--- src/design/assert_macros.svh ---
// Assertion macros used by the dispatcher design file.
`ifndef ASSERT_MACROS_SVH
`define ASSERT_MACROS_SVH

// Checks a property on every rising clock edge while reset is released.
`define PSD_ASSERT(lbl, clk, rstn, prop) \
  lbl: assert property (@(posedge clk) disable iff (!rstn) prop) \
    else $error("assertion failed");

// Checks that a condition implies another condition in the following cycle.
`define PSD_ASSERT_NEXT(lbl, clk, rstn, ante, cons) \
  lbl: assert property (@(posedge clk) disable iff (!rstn) (ante) |=> (cons)) \
    else $error("assertion failed");

`endif

--- src/design/psd_pkg.sv ---
package psd_pkg;

  localparam int unsigned MAX_PROCS   = 64;
  localparam int unsigned PID_W       = 6;
  localparam int unsigned DEV_W       = 2;
  localparam int unsigned NUM_QUEUES  = 8;
  localparam int unsigned LEN_W       = 7;
  localparam int unsigned INFO_W      = 5;

  localparam logic [2:0] Q_NEW   = 3'd0;
  localparam logic [2:0] Q_READY = 3'd1;
  localparam logic [2:0] Q_RUN   = 3'd2;
  localparam logic [2:0] Q_BLK0  = 3'd3;
  localparam logic [2:0] Q_EXIT  = 3'd7;

  localparam logic [2:0] OP_ADD     = 3'd0;
  localparam logic [2:0] OP_STEP    = 3'd1;
  localparam logic [2:0] OP_WAIT    = 3'd2;
  localparam logic [2:0] OP_IO      = 3'd3;
  localparam logic [2:0] OP_QUERY   = 3'd4;
  localparam logic [2:0] OP_RELEASE = 3'd5;

  localparam logic [2:0] STS_OK          = 3'd0;
  localparam logic [2:0] STS_HOSTED      = 3'd1;
  localparam logic [2:0] STS_NOTHING_RUN = 3'd3;
  localparam logic [2:0] STS_NO_WAITERS  = 3'd4;
  localparam logic [2:0] STS_NOT_HOSTED  = 3'd5;

  localparam logic [2:0] ST_NEW     = 3'd0;
  localparam logic [2:0] ST_READY   = 3'd1;
  localparam logic [2:0] ST_RUN     = 3'd2;
  localparam logic [2:0] ST_BLOCKED = 3'd3;
  localparam logic [2:0] ST_EXIT    = 3'd4;
  localparam logic [2:0] ST_ABSENT  = 3'd5;

  localparam logic [2:0] PH_NEW  = 3'd0;
  localparam logic [2:0] PH_BLK0 = 3'd1;
  localparam logic [2:0] PH_BLK3 = 3'd4;
  localparam logic [2:0] PH_RUN  = 3'd5;
  localparam logic [2:0] PH_DISP = 3'd6;

  localparam logic [1:0] CFG_TIMEOUT  = 2'd0;
  localparam logic [1:0] CFG_ADD      = 2'd1;
  localparam logic [1:0] CFG_DISPATCH = 2'd2;
  localparam logic [1:0] CFG_RELEASE  = 2'd3;

  typedef enum logic [10:0] {
    S_IDLE    = 11'b000_0000_0001,
    S_ADD     = 11'b000_0000_0010,
    S_EXIT_RD = 11'b000_0000_0100,
    S_EXIT_WR = 11'b000_0000_1000,
    S_PICK    = 11'b000_0001_0000,
    S_TCMP    = 11'b000_0010_0000,
    S_MV_RD   = 11'b000_0100_0000,
    S_MV_WR   = 11'b000_1000_0000,
    S_CMD     = 11'b001_0000_0000,
    S_QRY     = 11'b010_0000_0000,
    S_DONE    = 11'b100_0000_0000
  } psd_state_e;

endpackage

--- src/design/psd_ram.sv ---
module psd_ram #(
  parameter int unsigned WIDTH = 8,
  parameter int unsigned DEPTH = 64
) (
  input  logic                     clk_i,
  input  logic                     we_i,
  input  logic [$clog2(DEPTH)-1:0] waddr_i,
  input  logic [WIDTH-1:0]         wdata_i,
  input  logic [$clog2(DEPTH)-1:0] raddr_i,
  output logic [WIDTH-1:0]         rdata_o
);

  logic [WIDTH-1:0] mem_q [DEPTH];

  always_ff @(posedge clk_i) begin
    if (we_i) begin
      mem_q[waddr_i] <= wdata_i;
    end
    rdata_o <= mem_q[raddr_i];
  end

endmodule

--- src/design/process_state_dispatcher.sv ---
// Channel   Direction  tdata fields (lowest bit first)
// s_axis    in         operation[2:0] pid[8:3] device[10:9] now[42:11], zero pad
// m_axis    out        cost status running_valid running_pid query_state
//                      query_device query_since, zero pad
// cfg       in         write enable, register index, 32-bit data
// Add, query and commands that fail finish without moving a process.
// Wait and release move the running process; an I/O completion moves each waiter in turn.
// Step frees the exiting processes, checks each occupied blocked queue and then moves processes.
// Each move waits on the registered reads of the linked-list memories.
// No clearing pass is needed after reset; slot valid bits clear at once.
// A result waits in the output until m_axis_tready; no transaction is accepted meanwhile.
`include "assert_macros.svh"

module process_state_dispatcher (
  input  logic        clk_i,
  input  logic        rst_ni,
  input  logic        s_axis_tvalid,
  output logic        s_axis_tready,
  input  logic [47:0] s_axis_tdata,   // operation, pid, device, now
  output logic        m_axis_tvalid,
  input  logic        m_axis_tready,
  output logic [63:0] m_axis_tdata,   // cost, status, running_valid, running_pid,
                                      // query_state, query_device, query_since
  input  logic        cfg_we_i,
  input  logic [1:0]  cfg_idx_i,
  input  logic [31:0] cfg_data_i
);

  psd_pkg::psd_state_e state_q, state_d;

  logic [2:0]  op_q, op_d;
  logic [5:0]  pid_q, pid_d;
  logic [1:0]  dev_q, dev_d;
  logic [31:0] now_q, now_d;
  logic [2:0]  ph_q, ph_d;
  logic [2:0]  src_q, src_d, dst_q, dst_d, mst_q, mst_d;
  logic        mtm_q, mtm_d;
  logic [5:0]  p_q, p_d;

  logic [31:0] tmo_q;
  logic [15:0] add_cost_q, disp_cost_q, rel_cost_q;

  logic [15:0] cost_q, cost_d;
  logic [2:0]  status_q, status_d, qst_q, qst_d;
  logic [1:0]  qdev_q, qdev_d;
  logic [31:0] qsince_q, qsince_d;

  logic [63:0] valid_q, valid_d;
  logic [5:0]  first_q [8];
  logic [5:0]  first_d [8];
  logic [5:0]  last_q [8];
  logic [5:0]  last_d [8];
  logic [6:0]  len_q [8];
  logic [6:0]  len_d [8];

  logic        n_we, i_we, t_we;
  logic [5:0]  n_waddr, n_wdata, n_raddr, n_rdata;
  logic [5:0]  i_waddr, i_raddr, t_waddr, t_raddr;
  logic [4:0]  i_wdata, i_rdata;
  logic [31:0] t_rdata;
  logic [2:0]  blk_q_idx;
  logic [5:0]  mv_p;
  logic        run_valid;
  logic [9:0]  occupancy;

  psd_ram #(.WIDTH(6), .DEPTH(64)) u_next_ram (
    .clk_i(clk_i), .we_i(n_we), .waddr_i(n_waddr), .wdata_i(n_wdata),
    .raddr_i(n_raddr), .rdata_o(n_rdata)
  );

  psd_ram #(.WIDTH(5), .DEPTH(64)) u_info_ram (
    .clk_i(clk_i), .we_i(i_we), .waddr_i(i_waddr), .wdata_i(i_wdata),
    .raddr_i(i_raddr), .rdata_o(i_rdata)
  );

  psd_ram #(.WIDTH(32), .DEPTH(64)) u_time_ram (
    .clk_i(clk_i), .we_i(t_we), .waddr_i(t_waddr), .wdata_i(now_q),
    .raddr_i(t_raddr), .rdata_o(t_rdata)
  );

  assign s_axis_tready = (state_q == psd_pkg::S_IDLE);
  assign m_axis_tvalid = (state_q == psd_pkg::S_DONE);
  assign run_valid     = (len_q[psd_pkg::Q_RUN] != 7'd0);
  assign m_axis_tdata  = {1'b0, qsince_q, qdev_q, qst_q,
                          (run_valid ? first_q[psd_pkg::Q_RUN] : 6'd0),
                          run_valid, status_q, cost_q};
  assign blk_q_idx     = 3'(psd_pkg::Q_BLK0 + ph_q - psd_pkg::PH_BLK0);
  assign mv_p          = first_q[src_q];

  always_comb begin
    state_d  = state_q;
    op_d     = op_q;
    pid_d    = pid_q;
    dev_d    = dev_q;
    now_d    = now_q;
    ph_d     = ph_q;
    src_d    = src_q;
    dst_d    = dst_q;
    mst_d    = mst_q;
    mtm_d    = mtm_q;
    p_d      = p_q;
    cost_d   = cost_q;
    status_d = status_q;
    qst_d    = qst_q;
    qdev_d   = qdev_q;
    qsince_d = qsince_q;
    valid_d  = valid_q;
    first_d  = first_q;
    last_d   = last_q;
    len_d    = len_q;
    n_we     = 1'b0;
    n_waddr  = last_q[dst_q];
    n_wdata  = p_q;
    n_raddr  = mv_p;
    i_we     = 1'b0;
    i_waddr  = mv_p;
    i_wdata  = {mst_q, (mst_q == psd_pkg::ST_BLOCKED) ? dev_q : 2'd0};
    i_raddr  = pid_q;
    t_we     = 1'b0;
    t_waddr  = mv_p;
    t_raddr  = pid_q;

    case (state_q)
      psd_pkg::S_IDLE: begin
        if (s_axis_tvalid) begin
          op_d     = s_axis_tdata[2:0];
          pid_d    = s_axis_tdata[8:3];
          dev_d    = s_axis_tdata[10:9];
          now_d    = s_axis_tdata[42:11];
          ph_d     = psd_pkg::PH_NEW;
          cost_d   = 16'd0;
          status_d = psd_pkg::STS_OK;
          qst_d    = 3'd0;
          qdev_d   = 2'd0;
          qsince_d = 32'd0;
          if (s_axis_tdata[2:0] == psd_pkg::OP_ADD) begin
            state_d = psd_pkg::S_ADD;
          end else if (s_axis_tdata[2:0] == psd_pkg::OP_STEP) begin
            cost_d  = 16'd1;
            state_d = psd_pkg::S_EXIT_RD;
          end else begin
            state_d = psd_pkg::S_CMD;
          end
        end
      end
      psd_pkg::S_ADD: begin
        state_d = psd_pkg::S_DONE;
        if (valid_q[pid_q]) begin
          status_d = psd_pkg::STS_HOSTED;
        end else begin
          valid_d[pid_q] = 1'b1;
          i_we    = 1'b1;
          i_waddr = pid_q;
          i_wdata = {psd_pkg::ST_NEW, 2'd0};
          t_we    = 1'b1;
          t_waddr = pid_q;
          if (len_q[psd_pkg::Q_NEW] == 7'd0) begin
            first_d[psd_pkg::Q_NEW] = pid_q;
          end else begin
            n_we    = 1'b1;
            n_waddr = last_q[psd_pkg::Q_NEW];
            n_wdata = pid_q;
          end
          last_d[psd_pkg::Q_NEW] = pid_q;
          len_d[psd_pkg::Q_NEW]  = len_q[psd_pkg::Q_NEW] + 7'd1;
          cost_d = add_cost_q;
        end
      end
      psd_pkg::S_EXIT_RD: begin
        if (len_q[psd_pkg::Q_EXIT] == 7'd0) begin
          state_d = psd_pkg::S_PICK;
        end else begin
          n_raddr = first_q[psd_pkg::Q_EXIT];
          valid_d[first_q[psd_pkg::Q_EXIT]] = 1'b0;
          state_d = psd_pkg::S_EXIT_WR;
        end
      end
      psd_pkg::S_EXIT_WR: begin
        first_d[psd_pkg::Q_EXIT] = n_rdata;
        len_d[psd_pkg::Q_EXIT]   = len_q[psd_pkg::Q_EXIT] - 7'd1;
        state_d = psd_pkg::S_EXIT_RD;
      end
      psd_pkg::S_PICK: begin
        if (ph_q == psd_pkg::PH_NEW) begin
          if (len_q[psd_pkg::Q_NEW] != 7'd0) begin
            src_d = psd_pkg::Q_NEW;
            dst_d = psd_pkg::Q_READY;
            mst_d = psd_pkg::ST_READY;
            mtm_d = 1'b0;
            state_d = psd_pkg::S_MV_RD;
          end else begin
            ph_d = ph_q + 3'd1;
          end
        end else if (ph_q inside {[psd_pkg::PH_BLK0:psd_pkg::PH_BLK3]}) begin
          if (len_q[blk_q_idx] != 7'd0) begin
            t_raddr = first_q[blk_q_idx];
            state_d = psd_pkg::S_TCMP;
          end else begin
            ph_d = ph_q + 3'd1;
          end
        end else if (ph_q == psd_pkg::PH_RUN) begin
          if (run_valid) begin
            src_d = psd_pkg::Q_RUN;
            dst_d = psd_pkg::Q_READY;
            mst_d = psd_pkg::ST_READY;
            mtm_d = 1'b1;
            state_d = psd_pkg::S_MV_RD;
          end else begin
            ph_d = ph_q + 3'd1;
          end
        end else begin
          if (len_q[psd_pkg::Q_READY] != 7'd0) begin
            src_d  = psd_pkg::Q_READY;
            dst_d  = psd_pkg::Q_RUN;
            mst_d  = psd_pkg::ST_RUN;
            mtm_d  = 1'b0;
            cost_d = disp_cost_q;
            state_d = psd_pkg::S_MV_RD;
          end else begin
            state_d = psd_pkg::S_DONE;
          end
        end
      end
      psd_pkg::S_TCMP: begin
        if ((now_q - t_rdata) >= tmo_q) begin
          src_d = blk_q_idx;
          dst_d = psd_pkg::Q_READY;
          mst_d = psd_pkg::ST_READY;
          mtm_d = 1'b0;
          state_d = psd_pkg::S_MV_RD;
        end else begin
          ph_d    = ph_q + 3'd1;
          state_d = psd_pkg::S_PICK;
        end
      end
      psd_pkg::S_MV_RD: begin
        p_d     = mv_p;
        i_we    = 1'b1;
        t_we    = mtm_q;
        state_d = psd_pkg::S_MV_WR;
      end
      psd_pkg::S_MV_WR: begin
        first_d[src_q] = n_rdata;
        len_d[src_q]   = len_q[src_q] - 7'd1;
        if (len_q[dst_q] == 7'd0) begin
          first_d[dst_q] = p_q;
        end else begin
          n_we = 1'b1;
        end
        last_d[dst_q] = p_q;
        len_d[dst_q]  = len_q[dst_q] + 7'd1;
        if (op_q == psd_pkg::OP_STEP) begin
          if (ph_q == psd_pkg::PH_DISP) begin
            state_d = psd_pkg::S_DONE;
          end else begin
            ph_d    = ph_q + 3'd1;
            state_d = psd_pkg::S_PICK;
          end
        end else if (op_q == psd_pkg::OP_IO && len_q[src_q] > 7'd1) begin
          state_d = psd_pkg::S_MV_RD;
        end else begin
          state_d = psd_pkg::S_DONE;
        end
      end
      psd_pkg::S_CMD: begin
        state_d = psd_pkg::S_DONE;
        case (op_q)
          psd_pkg::OP_WAIT: begin
            if (!run_valid) begin
              status_d = psd_pkg::STS_NOTHING_RUN;
            end else begin
              src_d  = psd_pkg::Q_RUN;
              dst_d  = 3'(psd_pkg::Q_BLK0 + {1'b0, dev_q});
              mst_d  = psd_pkg::ST_BLOCKED;
              mtm_d  = 1'b1;
              cost_d = 16'd1;
              state_d = psd_pkg::S_MV_RD;
            end
          end
          psd_pkg::OP_IO: begin
            cost_d = 16'd1;
            if (len_q[3'(psd_pkg::Q_BLK0 + {1'b0, dev_q})] == 7'd0) begin
              status_d = psd_pkg::STS_NO_WAITERS;
            end else begin
              src_d = 3'(psd_pkg::Q_BLK0 + {1'b0, dev_q});
              dst_d = psd_pkg::Q_READY;
              mst_d = psd_pkg::ST_READY;
              mtm_d = 1'b0;
              state_d = psd_pkg::S_MV_RD;
            end
          end
          psd_pkg::OP_QUERY: begin
            state_d = psd_pkg::S_QRY;
          end
          psd_pkg::OP_RELEASE: begin
            if (!run_valid) begin
              status_d = psd_pkg::STS_NOTHING_RUN;
            end else begin
              src_d  = psd_pkg::Q_RUN;
              dst_d  = psd_pkg::Q_EXIT;
              mst_d  = psd_pkg::ST_EXIT;
              mtm_d  = 1'b1;
              cost_d = rel_cost_q;
              state_d = psd_pkg::S_MV_RD;
            end
          end
          default: begin
            state_d = psd_pkg::S_DONE;
          end
        endcase
      end
      psd_pkg::S_QRY: begin
        state_d = psd_pkg::S_DONE;
        if (!valid_q[pid_q]) begin
          status_d = psd_pkg::STS_NOT_HOSTED;
          qst_d    = psd_pkg::ST_ABSENT;
        end else begin
          qst_d    = i_rdata[4:2];
          qdev_d   = (i_rdata[4:2] == psd_pkg::ST_BLOCKED) ? i_rdata[1:0] : 2'd0;
          qsince_d = t_rdata;
        end
      end
      psd_pkg::S_DONE: begin
        if (m_axis_tready) begin
          state_d = psd_pkg::S_IDLE;
        end
      end
      default: begin
        state_d = psd_pkg::S_IDLE;
      end
    endcase
  end

  always_ff @(posedge clk_i or negedge rst_ni) begin
    if (!rst_ni) begin
      state_q     <= psd_pkg::S_IDLE;
      valid_q     <= '0;
      len_q       <= '{default: '0};
      tmo_q       <= 32'd1024;
      add_cost_q  <= 16'd32;
      disp_cost_q <= 16'd256;
      rel_cost_q  <= 16'd32;
    end else begin
      state_q <= state_d;
      valid_q <= valid_d;
      len_q   <= len_d;
      if (cfg_we_i) begin
        case (cfg_idx_i)
          psd_pkg::CFG_TIMEOUT:  tmo_q       <= cfg_data_i;
          psd_pkg::CFG_ADD:      add_cost_q  <= cfg_data_i[15:0];
          psd_pkg::CFG_DISPATCH: disp_cost_q <= cfg_data_i[15:0];
          psd_pkg::CFG_RELEASE:  rel_cost_q  <= cfg_data_i[15:0];
          default: begin
            tmo_q <= tmo_q;
          end
        endcase
      end
    end
  end

  always_ff @(posedge clk_i) begin
    op_q     <= op_d;
    pid_q    <= pid_d;
    dev_q    <= dev_d;
    now_q    <= now_d;
    ph_q     <= ph_d;
    src_q    <= src_d;
    dst_q    <= dst_d;
    mst_q    <= mst_d;
    mtm_q    <= mtm_d;
    p_q      <= p_d;
    cost_q   <= cost_d;
    status_q <= status_d;
    qst_q    <= qst_d;
    qdev_q   <= qdev_d;
    qsince_q <= qsince_d;
    first_q  <= first_d;
    last_q   <= last_d;
  end

  always_comb begin
    occupancy = '0;
    for (int i = 0; i < 8; i++) begin
      occupancy = occupancy + 10'(len_q[i]);
    end
  end

  `PSD_ASSERT(a_one_running, clk_i, rst_ni, len_q[psd_pkg::Q_RUN] <= 7'd1)
  `PSD_ASSERT(a_occupancy, clk_i, rst_ni, occupancy <= 10'(psd_pkg::MAX_PROCS))
  `PSD_ASSERT_NEXT(a_step_starts_exit, clk_i, rst_ni,
                   s_axis_tvalid && s_axis_tready && s_axis_tdata[2:0] == psd_pkg::OP_STEP,
                   state_q == psd_pkg::S_EXIT_RD)

endmodule
--- config.mk ---
export PLATFORM = sky130hd
export DESIGN_NAME = process_state_dispatcher
export DESIGN_NICKNAME = d
export VERILOG_FILES = /design/src/design/psd_pkg.sv /design/src/design/psd_ram.sv /design/src/design/process_state_dispatcher.sv
export VERILOG_INCLUDE_DIRS = /design/src /design/src/design
export SDC_FILE = /design/constraint.sdc
export NUM_CORES = 2
export LEC_CHECK = 0
export BUFFER_PORTS_ARGS = -buffer_cell sky130_fd_sc_hd__buf_4
export CAP_MARGIN = 10
export CORE_MARGIN = 5
export CORE_UTILIZATION = 40
export CTS_BUF_LIST = sky130_fd_sc_hd__clkbuf_4 sky130_fd_sc_hd__clkbuf_8
export DETAILED_ROUTE_END_ITERATION = 12
export SLEW_MARGIN = 20
export SYNTH_ARGS = -nofsm -noshare
export SYNTH_HDL_FRONTEND = slang
export SYNTH_SLANG_ARGS = --single-unit
--- constraint.sdc ---
create_clock -name clk_i -period 7 [get_ports clk_i]
set_input_delay 0.7 -clock clk_i [delete_from_list [all_inputs] [get_ports clk_i]]
set_output_delay 0.7 -clock clk_i [all_outputs]
set_load 0.02 [all_outputs]
After elaboration in Yosys (flattened, before gate mapping)
Memories as Yosys holds them, arrays and structs flattened. A register that Yosys moved wholly into a read port is not among the register bits. Cells that the tools add are included.

Reductions and logical operators: 43. Bitwise logic cells: 7. Shifts and indexed selects: 0. Multiplexer cells: 178. $add $sub $neg: 9. Equal/unequal tests: 57. Multiply operators: 0. Magnitude comparators: 14. Div/mod/pow operators: 0.

Operators with widths (count): 2-to-1 mux 6 bit (26); 2-to-1 mux 11 bit (14); bitwise mux 48 bit (3); 2-to-1 mux 16 bit (8); 2-to-1 mux 64 bit (2); case mux 64 bit (2 select lines) (1); bitwise mux 56 bit (2); case mux 11 bit (10 select lines) (1); 2-to-1 mux 3 bit (35); binary-select mux 7 bit (select 3 bit) (4); 2-to-1 mux 7 bit (12); bitwise AND 64 bit (1); 2-to-1 mux 32 bit (2); inverter 64 bit (1); OR 64 bit (1); case mux 16 bit (4 select lines) (1); case mux 32 bit (2 select lines) (1); binary-select mux 6 bit (select 3 bit) (3); 2-to-1 mux 48 bit (1); case mux 16 bit (3 select lines) (1); case mux 3 bit (3 select lines) (5); demux 7 bit (select 3 bit) (2); demux 6 bit (select 3 bit) (2); case mux 6 bit (2 select lines) (3); other kinds (66) (176).

Latch bits: 0. RAM bits: 2752. Bits in registers: 425. Word-level logic and storage cells: 356. Output and inout bits: 66. Bits in read-only memories: 0. Memories kept: 3.

Memory list: u_time_ram.mem_q (depth 64, width 32, read ports 1, clocked after memory_dff 1, wr ports 1, line psd_ram.sv:13) `logic [WIDTH-1:0] mem_q [DEPTH];`; u_next_ram.mem_q (depth 64, width 6, read ports 1, clocked after memory_dff 1, wr ports 1, line psd_ram.sv:13); u_info_ram.mem_q (depth 64, width 5, read ports 1, clocked after memory_dff 1, wr ports 1, line psd_ram.sv:13).

Depth between registers and ports, before layout
Word-level depth: 11. Mapped depth: 24. Mapped depth without buffers: 24.

By module
Synthesis repeated with hierarchy kept, for this count alone.

Cell total of the unflattened synthesis: 6990. Area total of the unflattened synthesis: 130996.9 um^2.

Modules (own cells, without submodules): psd_ram (u_time_ram) (area each 78515.3 um^2, instances 1, cells each 3324); process_state_dispatcher (area each 24389.6 um^2, instances 1, cells each 2295); psd_ram (u_next_ram) (area each 15205.8 um^2, instances 1, cells each 729); psd_ram (u_info_ram) (area each 12886.1 um^2, instances 1, cells each 642).

Least setup slack after synthesis
Ideal clock, no wire load.

Kind: reg-to-reg. Start point: reg pid_q[1], in the netlist i_raddr[1]. End point: mem u_info_ram.mem_q[0][0] (data pin). Arrival: 6.485 ns. Required time: 6.084 ns. Cell stages (with the launch flop): 14. Buffers on the path: 5. Slack: -0.401 ns. Cells stage by stage: edfxtp_1 -> clkbuf_1 -> buf_2 -> nor3b_1 -> nand2_1 -> o2111ai_1 -> a32oi_1 -> o211ai_1 -> buf_2 -> nand2b_1 -> buf_2 -> clkbuf_1 -> nand2_1 -> nor4b_1.

Cells in the longest elaborated chain, start to end: 4.

Ends and longest elaborated chain: from (decl) (line process_state_dispatcher.sv:32) `logic [5:0] pid_q, pid_d;`; from (signal assigned) (line process_state_dispatcher.sv:363) `pid_q <= pid_d;`; binary-select mux 1 bit (select 6 bit) (line process_state_dispatcher.sv:148) `if (valid_q[pid_q]) begin`; 2-to-1 mux 1 bit (not written as such) (line process_state_dispatcher.sv:148); 2-to-1 mux 5 bit (line process_state_dispatcher.sv:148); 2-to-1 mux 5 bit (line process_state_dispatcher.sv:123) `case (state_q)`; via i_wdata[0] (line process_state_dispatcher.sv:59) `logic [4:0] i_wdata, i_rdata;`; to (decl) (line psd_ram.sv:13).

The timed path passes the listed nets, and every way through them passes these cells. The select of a mux whose other input is x is not followed.

Worst setup path after layout
Start point: reg now_q[14]. End point: reg ph_q[0] (enable).

Cells in the longest elaborated chain, start to end: 4.

Ends and longest elaborated chain: from (decl) (line process_state_dispatcher.sv:34) `logic [31:0] now_q, now_d;`; from (signal assigned) (line process_state_dispatcher.sv:365) `now_q <= now_d;`; subtractor 32 bit (line process_state_dispatcher.sv:225) `if ((now_q - t_rdata) >= tmo_q) begin`; >= comparator 32 bit (line process_state_dispatcher.sv:225); inequality test 2 bit (no line); AND reduction 9 bit (no line); to (signal assigned) (line process_state_dispatcher.sv:366) `ph_q <= ph_d;`; to (decl) (line process_state_dispatcher.sv:35) `logic [2:0] ph_q, ph_d;`.

No other way between the ends. A chain may end at the register's enable or synchronous reset.

==> metrics <==
Final Hold Vio Count 0; Slew HR 0.174; number of synthesized flops with an enable pin 2966; register area share after synthesis 0.717; Pwr Density 336 nW/um^2; Syn-to-layout area delta 14.5%; Post-Syn Nets 10200; Routed Antenna Nets 0; Tcrit/Tclk final 0.905; GRT Util Overall 0.238; clock sink total 3220; Final GP Congestion 0.903; layout cell share with drive strength beyond 1 0.145; Top FF cell, synth edfxtp_1; die height 586 um; met3 global-route usage 0.0515; most frequent cells in the layout edfxtp_1 (2966), nand2_1 (2018), clkbuf_8 (521), a21oi_1 (517), nand3_1 (476); Max Slew Vio Count 0; hold slack 0.110 ns; Worst setup EP type flip-flop; crit path time final 6.34 ns; Worst Skew 0.0934 ns; number of global-route vias before repair 86400; Post-Synthesis Cells 10000; ys async rst share 0.0655; clock latency on the worst-skew pair 1.11 ns; Remaining Overflow, GRT 0; largest net degree at the start of global routing 166; Critical Path AT 7.03 ns; Post-CTS Setup Inserts 0; first-pass GRT wire length 605000 um; VDD IR max 0.000187 V; floorplan row count 211; Synth cell types 94; DR vias/cell 5.88; Crit Path Max Fanout 5; initial antenna violation count 39; maxcap violations 0; Clock transition at path regs 0.07 ns; Port Buf Inserts 146; post-cts gate resize count 0; total wire length 423000 um; unrepaired setup endpoints after global routing no; GR peak layer met2; Initial DRC Count 11300; DRC viols 0; reg-to-reg endpoint ph_q[0]; CTS Buf Count 489; Slew @ Worst Pin 1.24 ns; die extent in x 586 um; r2r worst-path depth 22; origin of the critical flop-to-flop path now_q[14]; syn avg cell area 13.3 um^2; First-pass DRT Iterations 9; Worst Setup Path Type flip-flop to flip-flop; met1 GRT Util 0.332; placed instance area 142000 um^2; status complete, no violations; Vias 90000; worst setup margin 0.663 ns; Yosys reg bits 3220; fin area 152000 um^2; Yosys warning count 0; CTS Hold Bufs 78; CTS Buffer Depth 4; Required @ worst endpoint 7.69 ns; CTS tree built; dpl hpwl 250000 um; commonest non-fill, non-tap cell in the layout edfxtp_1; Leakage 52.7 nW; Syn Std Cell Area 133000 um^2; r2r setup slk 0.66 ns; Final Setup Violations 0; H-tree depth 5; starting density of the core 0.402; CP startpoint kind flip-flop; pre-CTS setup slack 0.680 ns; met2 usage 0.368; CORE AREA 331000 um^2; die area 344000 um^2; num ports 153; Final nets 10700; Max Clk Rate 158 MHz; Clock Tree Root clkbuf_8; Hold Path Class primary input to async pin; wire per inst 27.6 um
## flip-flops by register name, indices dropped and copies added, names as in the netlist, 5 cells and up
name,count
u_next_ram.rdata_o,6
p_q,6
valid_q,64
u_time_ram.mem_q,2048
u_next_ram.mem_q,384
len_q,56
first_q,48
tmo_q,32
cost_q,16
u_time_ram.rdata_o,32
rel_cost_q,16
u_info_ram.rdata_o,5
disp_cost_q,16
u_info_ram.mem_q,320
last_q,48
now_q,32
qsince_q,32
state_q,11
i_raddr,6
add_cost_q,16
## report_power, final
| group | switching (mW) | total, mW | internal [mW] |
|---|---|---|---|
| combinational | 8.91 | 12.8 | 3.91 |
| sequential | 0.485 | 22.8 | 22.3 |
| clock | 7.31 | 15.4 | 8.13 |
## routing by layer
metal,wire length [um],share of wire
met3,45000,0.11
met5,63,0.00015
met4,16800,0.040
met1,171000,0.40
met2,190000,0.45
## final cells by class
type,instances,area (um^2)
Fill cell,28900,178000
Sequential cell,3220,95200
Multi-Input combinational cell,6039,35100
Clock buffer,674,8310
Timing Repair Buffer,634,6130
Tap cell,4366,5460
Clock inverter,231,1340
Inverter,122,458
Antenna cell,24,60.1
## Yosys cell counts, drive strengths merged, types with 24 or more instances
cell	count	area, um^2
edfxtp	2966	89100
nand2	2019	7580
a21oi	522	2610
nand3	476	2380
nor2	404	1520
o21ai	364	1820
mux2i	342	3440
clkbuf	332	1250
buf	307	1600
dfrtp	206	5150
a22oi	197	1480
nor3	182	911
inv	119	447
o221ai	116	1020
a31oi	109	682
a211oi	102	771
and2	96	601
nand4	91	569
o22ai	87	544
a311oi	78	702
ha	77	963
mux2	76	863
and3	72	450
a22o	52	455
a221oi	47	412
dfxtp	43	861
nand2b	42	263
a21o	37	278
nor4	30	215
nand3b	27	203
nor2b	26	163
or4	25	188
mux4	24	541
o211ai	24	180
## critical path, stage by stage, from the launching register on
cell and delay [ns]:
edfxtp_1 0.40, ha_1 0.38, and4_1 0.24, and2_1 0.21
a31o_2 0.26, a2111o_1 0.37, o21ai_0 0.31, o21ai_0 0.24
a31oi_1 0.29, o21ai_0 0.17, xnor2_1 0.17, ha_1 0.29
a21o_1 0.18, a21o_1 0.17, a21o_1 0.17, a21o_1 0.17
a21o_1 0.17, a21oi_1 0.13, nor2b_1 0.07, a2111oi_0 0.42
o31ai_1 0.34, buf_4 0.24, a211oi_1 0.53
## metrics by stage
stage	std cells	TNS (ns)	utilization	total power, mW
after floorplan	10000	-51.20	-	30.3
after global placement	14300	0	0.428	35.6
after detailed placement	14300	0	0.428	35.7
after CTS	15300	0	0.460	51.1
after global routing	15300	0	0.460	53.0
final	15300	0	0.460	51.1
## cell families after synthesis
| logic type | count (synthesis) | share of synthesized area |
|---|---|---|
| buf+inv | 761 | 0.0249 |
| fa+ha+maj | 78 | 0.00740 |
| mux | 442 | 0.0364 |
| simple gates | 3565 | 0.118 |
| compound gates | 1915 | 0.0946 |
| xor+xnor | 38 | 0.00251 |
| other cells | 1 | 0.0000282 |
| flops | 3220 | 0.717 |
## how the worst max path moves through the flow
stage | cells after the start | start | slack (ns) | to
CTS | 22 | now_q[14] | 0.60 | ph_q[0]
finish | 22 | now_q[14] | 0.66 | ph_q[0]
detailed placement | 22 | now_q[14] | 0.68 | ph_q[1]
floorplan | 13 | i_raddr[1] | -0.40 | u_info_ram.mem_q[0][0]
global route | 22 | now_q[13] | 0.24 | ph_q[0]
global placement | 24 | now_q[0] | 0.69 | dst_q[1]
Power figures use the tool's default switching activity.
